## src/hw/rtl/tpf_pkg.sv

```systemverilog
// Shared types and constants of the touch pen filter.
`default_nettype none

package tpf_pkg;

    localparam int unsigned PosW   = 10;
    localparam int unsigned PressW = 10;
    localparam int unsigned CountW = 8;
    localparam int unsigned PrevW  = 14;

    // Far position loaded while the pen is lifted, so a new touch starts rejected
    localparam logic [PrevW-1:0] FarPos = 14'd10000;

    localparam logic [PressW-1:0] TriggerReset = 10'd900;
    localparam logic [PosW-1:0]   JitterReset  = 10'd50;
    localparam logic [CountW-1:0] ReleaseReset = 8'd5;

    // Configuration register indexes
    typedef enum logic [1:0] {
        CFG_PRESSURE_TRIGGER = 2'd0,
        CFG_JITTER_LIMIT     = 2'd1,
        CFG_RELEASE_TICKS    = 2'd2
    } t_cfg_idx;

    typedef struct packed {
        logic [PosW-1:0]   sample_x;
        logic [PosW-1:0]   sample_y;
        logic [PressW-1:0] sample_pressure;
    } t_sample;

    typedef struct packed {
        logic [PosW-1:0] pos_x;
        logic [PosW-1:0] pos_y;
        logic            touching;
    } t_report;

    typedef struct packed {
        logic [PressW-1:0] pressure_trigger;
        logic [PosW-1:0]   jitter_limit;
        logic [CountW-1:0] release_ticks;
    } t_cfg;

endpackage

`default_nettype wire

```

## src/hw/rtl/tpf_sample_if.sv

```systemverilog
// Sample channel: valid/ready handshake carrying one ADC sample.
`default_nettype none

interface tpf_sample_if;
    import tpf_pkg::*;

    logic    valid;
    logic    ready;
    t_sample data;

    modport source (output valid, output data, input ready);
    modport sink (input valid, input data, output ready);
endinterface

`default_nettype wire

```

## src/hw/rtl/tpf_report_if.sv

```systemverilog
// Report channel: valid/ready handshake carrying one position report.
`default_nettype none

interface tpf_report_if;
    import tpf_pkg::*;

    logic    valid;
    logic    ready;
    t_report data;

    modport source (output valid, output data, input ready);
    modport sink (input valid, input data, output ready);
endinterface

`default_nettype wire

```

## src/hw/rtl/tpf_cfg_if.sv

```systemverilog
// Configuration write channel: register index and write data.
`default_nettype none

interface tpf_cfg_if;
    import tpf_pkg::*;

    logic              valid;
    logic              ready;
    t_cfg_idx          index;
    logic [PosW-1:0]   data;

    modport source (output valid, output index, output data, input ready);
    modport sink (input valid, input index, input data, output ready);
endinterface

`default_nettype wire

```

## src/hw/rtl/tpf_cfg_regs.sv

```systemverilog
// Configuration register file of the touch pen filter.
`default_nettype none

module tpf_cfg_regs (
    input  wire logic  i_clk,
    input  wire logic  i_rst_n,
    tpf_cfg_if.sink    i_cfg,
    output tpf_pkg::t_cfg o_cfg
);
    import tpf_pkg::*;

    t_cfg r_cfg;
    t_cfg n_cfg;

    // Always take a write
    assign i_cfg.ready = 1'b1;

    // Decode the register index
    always_comb begin
        n_cfg = r_cfg;
        if (i_cfg.valid) begin
            unique case (i_cfg.index)
                CFG_PRESSURE_TRIGGER: n_cfg.pressure_trigger = i_cfg.data;
                CFG_JITTER_LIMIT:     n_cfg.jitter_limit     = i_cfg.data;
                CFG_RELEASE_TICKS:    n_cfg.release_ticks    = i_cfg.data[CountW-1:0];
                default:              n_cfg = r_cfg;
            endcase
        end
    end

    always_ff @(posedge i_clk) begin
        if (!i_rst_n) begin
            r_cfg.pressure_trigger <= TriggerReset;
            r_cfg.jitter_limit     <= JitterReset;
            r_cfg.release_ticks    <= ReleaseReset;
        end else begin
            r_cfg <= n_cfg;
        end
    end

    assign o_cfg = r_cfg;

endmodule

`default_nettype wire

```

## src/hw/rtl/tpf_core.sv

```systemverilog
// Filter state and combinational jitter / debounce decision for one sample.
`default_nettype none

module tpf_core (
    input  wire logic             i_clk,
    input  wire logic             i_rst_n,
    input  wire logic             i_fire,
    input  wire tpf_pkg::t_sample i_sample,
    input  wire tpf_pkg::t_cfg    i_cfg,
    output logic                  o_produce,
    output tpf_pkg::t_report      o_report
);
    import tpf_pkg::*;

    logic [PrevW-1:0]  r_prev_x, r_prev_y, n_prev_x, n_prev_y;
    logic [PosW-1:0]   r_avg_x, r_avg_y, n_avg_x, n_avg_y;
    logic              r_pen_down, n_pen_down;
    logic [CountW-1:0] r_count, n_count;

    logic              touch;
    logic [PrevW-1:0]  ext_x, ext_y, diff_x, diff_y, ext_limit;
    logic              accept;
    logic [PrevW:0]    sum_x, sum_y;
    logic [PosW-1:0]   new_avg_x, new_avg_y;

    // Compare and average against the previous touching sample
    always_comb begin
        touch     = i_sample.sample_pressure < i_cfg.pressure_trigger;
        ext_x     = {{(PrevW-PosW){1'b0}}, i_sample.sample_x};
        ext_y     = {{(PrevW-PosW){1'b0}}, i_sample.sample_y};
        ext_limit = {{(PrevW-PosW){1'b0}}, i_cfg.jitter_limit};
        diff_x    = (r_prev_x >= ext_x) ? (r_prev_x - ext_x) : (ext_x - r_prev_x);
        diff_y    = (r_prev_y >= ext_y) ? (r_prev_y - ext_y) : (ext_y - r_prev_y);
        accept    = (diff_x < ext_limit) && (diff_y < ext_limit);
        sum_x     = {1'b0, r_prev_x} + {1'b0, ext_x};
        sum_y     = {1'b0, r_prev_y} + {1'b0, ext_y};
        new_avg_x = sum_x[PosW:1];
        new_avg_y = sum_y[PosW:1];
    end

    // Next state and report
    always_comb begin
        n_prev_x   = r_prev_x;
        n_prev_y   = r_prev_y;
        n_avg_x    = r_avg_x;
        n_avg_y    = r_avg_y;
        n_pen_down = r_pen_down;
        n_count    = r_count;
        o_produce  = 1'b0;
        o_report.pos_x    = r_avg_x;
        o_report.pos_y    = r_avg_y;
        o_report.touching = 1'b0;
        if (touch) begin
            n_prev_x = ext_x;
            n_prev_y = ext_y;
            if (accept) begin
                n_avg_x    = new_avg_x;
                n_avg_y    = new_avg_y;
                n_pen_down = 1'b1;
                n_count    = i_cfg.release_ticks;
                o_produce  = 1'b1;
                o_report.pos_x    = new_avg_x;
                o_report.pos_y    = new_avg_y;
                o_report.touching = 1'b1;
            end
        end else begin
            n_prev_x = FarPos;
            n_prev_y = FarPos;
            if (r_pen_down) begin
                if (r_count == '0) begin
                    // Countdown exhausted: report pen-up
                    n_pen_down = 1'b0;
                    o_produce  = 1'b1;
                end else begin
                    n_count = r_count - 1'b1;
                end
            end
        end
    end

    // Update state once per sample
    always_ff @(posedge i_clk) begin
        if (!i_rst_n) begin
            r_prev_x   <= '0;
            r_prev_y   <= '0;
            r_avg_x    <= '0;
            r_avg_y    <= '0;
            r_pen_down <= 1'b0;
            r_count    <= '0;
        end else if (i_fire) begin
            r_prev_x   <= n_prev_x;
            r_prev_y   <= n_prev_y;
            r_avg_x    <= n_avg_x;
            r_avg_y    <= n_avg_y;
            r_pen_down <= n_pen_down;
            r_count    <= n_count;
        end
    end

endmodule

`default_nettype wire

```

## src/hw/rtl/touch_pen_filter_unit.sv

```systemverilog
// Top level of the touch pen filter: input register, filter core, report register.
//
// Usage:
//   i_sample  (sink)  takes one ADC sample per transaction: x, y and pressure.
//   o_report  (source) gives zero or one report per sample: averaged x, y and
//             a touching flag (1 pen-down, 0 pen-up).
//   i_cfg     (sink)  writes pressure_trigger (0), jitter_limit (1) and
//             release_ticks (2); it is always ready. Write only while idle.
// Path: a sample is captured in the input register; when it advances, its
//   report, if any, enters the report register, from which o_report offers
//   it until it is taken.
// Throughput: one sample per cycle while no stall holds the input register. Filter state updates in the same cycle as
//   the decision, so consecutive samples see each other's results.
// Reset (synchronous, active low): both stages empty, history and pen state
//   cleared, registers back to 900 / 50 / 5.
// Stall: a held report blocks only a sample that would produce another
//   report; samples producing nothing still pass. Once the input register is
//   occupied and cannot advance, i_sample.ready drops.
`default_nettype none

module touch_pen_filter_unit (
    input  wire logic i_clk,
    input  wire logic i_rst_n,
    tpf_sample_if.sink   i_sample,
    tpf_report_if.source o_report,
    tpf_cfg_if.sink      i_cfg
);
    import tpf_pkg::*;

    t_cfg    cfg;
    logic    r_in_valid;
    t_sample r_in;
    logic    r_out_valid;
    t_report r_out;
    logic    produce;
    t_report report;
    logic    advance;

    tpf_cfg_regs u_cfg_regs (
        .i_clk   (i_clk),
        .i_rst_n (i_rst_n),
        .i_cfg   (i_cfg),
        .o_cfg   (cfg)
    );

    tpf_core u_core (
        .i_clk     (i_clk),
        .i_rst_n   (i_rst_n),
        .i_fire    (advance),
        .i_sample  (r_in),
        .i_cfg     (cfg),
        .o_produce (produce),
        .o_report  (report)
    );

    // Advance the held sample when its report has room or it makes none
    assign advance        = r_in_valid && (!r_out_valid || o_report.ready || !produce);
    assign i_sample.ready = !r_in_valid || advance;

    // Input register
    always_ff @(posedge i_clk) begin
        if (!i_rst_n) begin
            r_in_valid <= 1'b0;
        end else if (i_sample.ready) begin
            r_in_valid <= i_sample.valid;
        end
    end

    always_ff @(posedge i_clk) begin
        if (i_sample.valid && i_sample.ready) begin
            r_in <= i_sample.data;
        end
    end

    // Report register
    always_ff @(posedge i_clk) begin
        if (!i_rst_n) begin
            r_out_valid <= 1'b0;
        end else if (advance && produce) begin
            r_out_valid <= 1'b1;
        end else if (o_report.ready) begin
            r_out_valid <= 1'b0;
        end
    end

    always_ff @(posedge i_clk) begin
        if (advance && produce) begin
            r_out <= report;
        end
    end

    assign o_report.valid = r_out_valid;
    assign o_report.data  = r_out;

endmodule

`default_nettype wire
```

## src/flat_wrapper.sv

```systemverilog
// flat-port wrapper written by rule: the top's interface ports become plain ports
module touch_pen_filter_unit_flat import tpf_pkg::*;
  (i_clk, i_rst_n, i_sample_valid, i_sample_data, i_sample_ready, o_report_valid, o_report_data, o_report_ready, i_cfg_valid, i_cfg_index, i_cfg_data, i_cfg_ready);
  tpf_sample_if i_sample_i ();
  tpf_report_if o_report_i ();
  tpf_cfg_if i_cfg_i ();
  input  wire logic i_clk;
  input  wire logic i_rst_n;
  input wire logic [$bits(i_sample_i.valid)-1:0] i_sample_valid;
  input wire logic [$bits(i_sample_i.data)-1:0] i_sample_data;
  output wire logic [$bits(i_sample_i.ready)-1:0] i_sample_ready;
  output wire logic [$bits(o_report_i.valid)-1:0] o_report_valid;
  output wire logic [$bits(o_report_i.data)-1:0] o_report_data;
  input wire logic [$bits(o_report_i.ready)-1:0] o_report_ready;
  input wire logic [$bits(i_cfg_i.valid)-1:0] i_cfg_valid;
  input wire logic [$bits(i_cfg_i.index)-1:0] i_cfg_index;
  input wire logic [$bits(i_cfg_i.data)-1:0] i_cfg_data;
  output wire logic [$bits(i_cfg_i.ready)-1:0] i_cfg_ready;
  assign i_sample_i.valid = i_sample_valid;
  assign i_sample_i.data = i_sample_data;
  assign i_sample_ready = i_sample_i.ready;
  assign o_report_valid = o_report_i.valid;
  assign o_report_data = o_report_i.data;
  assign o_report_i.ready = o_report_ready;
  assign i_cfg_i.valid = i_cfg_valid;
  assign i_cfg_i.index = i_cfg_index;
  assign i_cfg_i.data = i_cfg_data;
  assign i_cfg_ready = i_cfg_i.ready;
  touch_pen_filter_unit u_core (.i_clk(i_clk), .i_rst_n(i_rst_n), .i_sample(i_sample_i), .o_report(o_report_i), .i_cfg(i_cfg_i));
endmodule
```

## config.mk

```make
export PLATFORM = sky130hd
export DESIGN_NAME = touch_pen_filter_unit_flat
export DESIGN_NICKNAME = d
export VERILOG_FILES = /design/src/hw/rtl/tpf_pkg.sv /design/src/hw/rtl/tpf_sample_if.sv /design/src/hw/rtl/tpf_report_if.sv /design/src/hw/rtl/tpf_cfg_if.sv /design/src/hw/rtl/tpf_cfg_regs.sv /design/src/hw/rtl/tpf_core.sv /design/src/hw/rtl/touch_pen_filter_unit.sv /design/src/flat_wrapper.sv
export SDC_FILE = /design/constraint.sdc
export NUM_CORES = 1
export LEC_CHECK = 0
export ABC_CLOCK_PERIOD_IN_PS = 10400
export CAP_MARGIN = 15
export CORE_MARGIN = 2
export CORE_UTILIZATION = 35
export DETAILED_ROUTE_END_ITERATION = 8
export DONT_BUFFER_PORTS = 1
export MAX_ROUTING_LAYER = met4
export SETUP_SLACK_MARGIN = 0.2
export SLEW_MARGIN = 15
export SYNTH_ARGS = -nofsm -noshare
export SYNTH_HDL_FRONTEND = slang
export SYNTH_HIERARCHICAL = 1
export SYNTH_SLANG_ARGS = --single-unit
```

## constraint.sdc

```tcl
create_clock -name i_clk -period 10.4 [get_ports i_clk]
set_input_delay 1.56 -clock i_clk [delete_from_list [all_inputs] [get_ports i_clk]]
set_output_delay 1.56 -clock i_clk [all_outputs]
set_load 0.01 [all_outputs]
```

==> metrics.md <==
| Metric | Value |
|---|---|
| Total CTS buffers | `17` |
| Post-place setup slack | `2590 ps` |
| Clk Latency, worst-skew pair | `430 ps` |
| Post-CTS Setup Inserts | `0` |
| DPL Wire Length | `14590 µm` |
| Syn_nets | `1037` |
| Initial Util | `35.50%` |
| Final Hold Violating Endpoints | `0` |
| Final Slew Violations | `0` |
| Clk buf depth | `2` |
| RSZ-0062 raised after global routing | `no` |
| Routed wire length | `20460 µm` |
| Footprint of the multi-input gates | `4833 µm²` |
| Slew HR | `28.85%` |
| GRT Util Overall | `16.96%` |
| CP Data Arrival Time | `8130 ps` |
| Largest net degree at the start of global routing | `57` |
| Fin util | `38.80%` |
| # setup viols final | `0` |
| TritonCTS clock tree | `built` |
| Hold Path Class | `reg2reg` |
| Placed inst area | `8773 µm²` |
| H-Tree Depth | `4` |
| Fmax | `128.2 MHz` |
| Clock slew at reported path FFs | `70 ps` |
| Worst Max-Slew Pin Slew | `1066 ps` |
| Vias in the first global route | `6158` |
| Fill count | `2399` |
| Post-synth cell types | `78` |
| Worst Path Required | `10720 ps` |
| Chip height | `160.8 µm` |
| Total congestion overflow | `0` |
| Setup Total Neg Slack | `0 ps` |
| Fin area | `9408 µm²` |
| Pre-Repair DR Iteration Count | `5` |
| I/O pin total | `71` |
| Fin crit share | `75.03%` |
| PwrDens | `159.5 nW/µm²` |
| Max incr delay on CP | `700 ps` |
| Worst min-delay path startpoint | `u_core/u_cfg_regs/o_cfg[11]$_SDFFE_PN0P_` |
| Initial antenna violation count | `0` |
| Synth top area share | `18.60%` |
| Flip-flop and latch area | `3133 µm²` |
| Reg2reg end | `u_core/u_core/r_count[2]$_SDFFE_PN0P_` |
| Skew final | `13.12 ps` |
| Minimum clock period after layout | `7803 ps` |
| Synthesized cell area | `8608 µm²` |
| Max_cap viols | `0` |
| Post-CTS sizing | `0` |
| Root buffer cell | `clkbuf_16` |
| #FFs+latches synth | `131` |
| Worst R2R Path Depth | `26` |
| Critical-path top delay cell | `clkinv_1` |
| Sequential area share after synthesis | `36.40%` |
| Vias/cell | `5.232` |
| Area growth syn-to-layout | `9.288%` |
| Number of synthesized flops with an enable pin | `51` |
| Outcome | `finished, final reports clean` |
| Primary FF master, synth | `dfxtp_1` |
| Most frequent cells after synthesis | `inv_1, ha_1, dfxtp_1, nand2_1, a21oi_1` |
| Ys Warns | `6` |
| Core Box Area | `24250 µm²` |
| Worst setup SP type | `flip-flop` |
| Hold depth | `2` |
| Peak supply drop | `0.09118 mV` |
| Cell taking the most area after synthesis | `dfxtp_1` |
| DRC errors left | `0` |
| Chip width | `160.8 µm` |
| Non-filler cells, final | `1212` |
| Cells after DPL | `1180` |
| # diodes | `0` |
| Placement Rows | `57` |
| FFs w/ async S/R, synth | `0%` |
| Worst r2r src | `u_core/r_in[23]$_DFFE_PP_` |
| RePlAce Congestion | `0.8689` |
| Share of layout cells above drive strength 1 | `9.122%` |
| Hold_buf cts | `0` |
| Avg Cell Area, Syn | `9.607 µm²` |
| Synth Instances | `896` |
| Final #Nets | `1016` |
| Crit path kind | `reg2reg` |
| Via count | `6341` |
| Crit Path Max Fanout | `36` |
| 1st-iter DRT viols | `439` |
| Final setup margin | `2597 ps` |
| Crit. End Element | `flip-flop` |
| Worst Hold Endpoint | `u_core/u_cfg_regs/o_cfg[11]$_SDFFE_PN0P_` |
| DR WL/cell | `16.88 µm` |
| Top cells by area, synth | `dfxtp_1, edfxtp_1, ha_1, mux2i_1, inv_1` |
| Clock Sinks | `131` |
| Flop2flop setup slack | `2600 ps` |
| IO Port Bufs | `0` |
| Most frequent cell after synthesis | `inv_1` |
| Die area | `25860 µm²` |
| Pleak | `3.796 nW` |
| Global-route wire length before repair | `33240 µm` |
| Post-route ant nets | `0` |
-- cell type report --
| class | count | area share [%] |
|---|---|---|
| clock inverters | 15 | 2.221 |
| well taps | 324 | 4.309 |
| clock buffers | 17 | 4.522 |
| inverters | 95 | 3.790 |
| multi-input cells | 624 | 51.38 |
| flip-flops and latches | 131 | 33.30 |
| repair buffers | 6 | 0.4788 |
-- critical path: cells and delay by family (launching register included) --
family | cells | cell delay (ps)
AO/OA/AOI/OAI | 10 | 2130
XOR/XNOR | 1 | 120
adder cells (fa/ha/maj) | 2 | 830
buffers and inverters | 5 | 1710
flip-flops | 1 | 400
multiplexers | 2 | 750
AND/OR/NAND/NOR | 6 | 1720
-- registers in the layout (all words and copies together), names as in the netlist --
signal	count
u_core/r_in	30
u_core/u_cfg_regs/o_cfg	28
u_core/o_report.data	21
u_core/u_core/r_prev_x	11
u_core/u_core/r_avg_x	10
u_core/u_core/r_avg_y	10
u_core/u_core/r_prev_y	10
u_core/u_core/r_count	8
u_core/o_report.valid	1
u_core/r_in_valid	1
u_core/u_core/r_pen_down	1
-- how the worst max path moves through the flow --
stage / endpoint / from / depth (start not counted) / slack [ps]
4_1_cts: u_core/u_core/r_count[2]$_SDFFE_PN0P_ / u_core/r_in[23]$_DFFE_PP_ / 26 / 2560
3_5_place_dp: u_core/u_core/r_count[2]$_SDFFE_PN0P_ / u_core/r_in[23]$_DFFE_PP_ / 26 / 2590
5_1_grt: u_core/u_core/r_count[2]$_SDFFE_PN0P_ / u_core/r_in[25]$_DFFE_PP_ / 26 / 1970
6_report: u_core/u_core/r_count[2]$_SDFFE_PN0P_ / u_core/r_in[23]$_DFFE_PP_ / 26 / 2600
3_3_place_gp: u_core/u_core/r_count[2]$_SDFFE_PN0P_ / u_core/r_in[23]$_DFFE_PP_ / 26 / 2740
2_1_floorplan: i_sample_ready / u_core/r_in[21]$_DFFE_PP_ / 21 / 4380
-- logic make-up (layout without fill, tap and decap cells) --
logic type | after synthesis | count (layout) | synth area share, %
and+or+nand+nor | 215 | 215 | 12.69
AOI/OAI and AO/OA | 210 | 210 | 16.54
muxes | 69 | 69 | 9.041
other | 1 | 1 | 0.04356
buffers and inverters | 141 | 133 | 7.544
adders and majority gates | 94 | 94 | 14.19
xor gates and xnor gates | 35 | 35 | 3.561
DFF | 131 | 131 | 36.40
-- where the power goes --
part	internal (W)	switching, W
combinational	0.000112	0.000164
sequential	0.000553	0.0000152
clock	0.000390	0.000267
-- routing by layer --
metal / global-route usage (%) / vias up / share of wire, %
met1: 21.90 / 3007 / 46
met4: 5.641 / 0 / 1.8
met5: - / - / 0
li1: - / 3125 / -
met2: 26.41 / 181 / 46
met3: 3.796 / 28 / 5.5
-- metrics by stage --
| step | power (W) | hold WS, ps |
|---|---|---|
| 6_report | 0.001501 | 465.6 |
| 5_1_grt | 0.001577 | 488.7 |
| 4_1_cts | 0.001516 | 466.7 |
| 3_5_place_dp | 0.0008505 | 451.7 |
| 3_3_place_gp | 0.0008501 | 446.0 |
| 2_1_floorplan | 0.0007956 | 434.7 |
-- cells in the final DEF (no fill, tap or decap), types with 12 or more instances in the layout --
| cell | synthesis | final |
|---|---|---|
| a21o_1 | 12 | 12 |
| a21oi_1 | 59 | 59 |
| a31oi_1 | 16 | 16 |
| clkbuf_16 | 0 | 17 |
| dfxtp_1 | 80 | 80 |
| edfxtp_1 | 51 | 51 |
| ha_1 | 88 | 88 |
| inv_1 | 94 | 94 |
| mux2_4 | 15 | 15 |
| mux2i_1 | 44 | 44 |
| nand2_1 | 69 | 69 |
| nand3_1 | 29 | 29 |
| nor2_1 | 45 | 44 |
| nor3_1 | 12 | 12 |
| o21ai_0 | 36 | 36 |
| xnor2_1 | 24 | 24 |
Note: power is estimated with default switching activity, not from simulation.
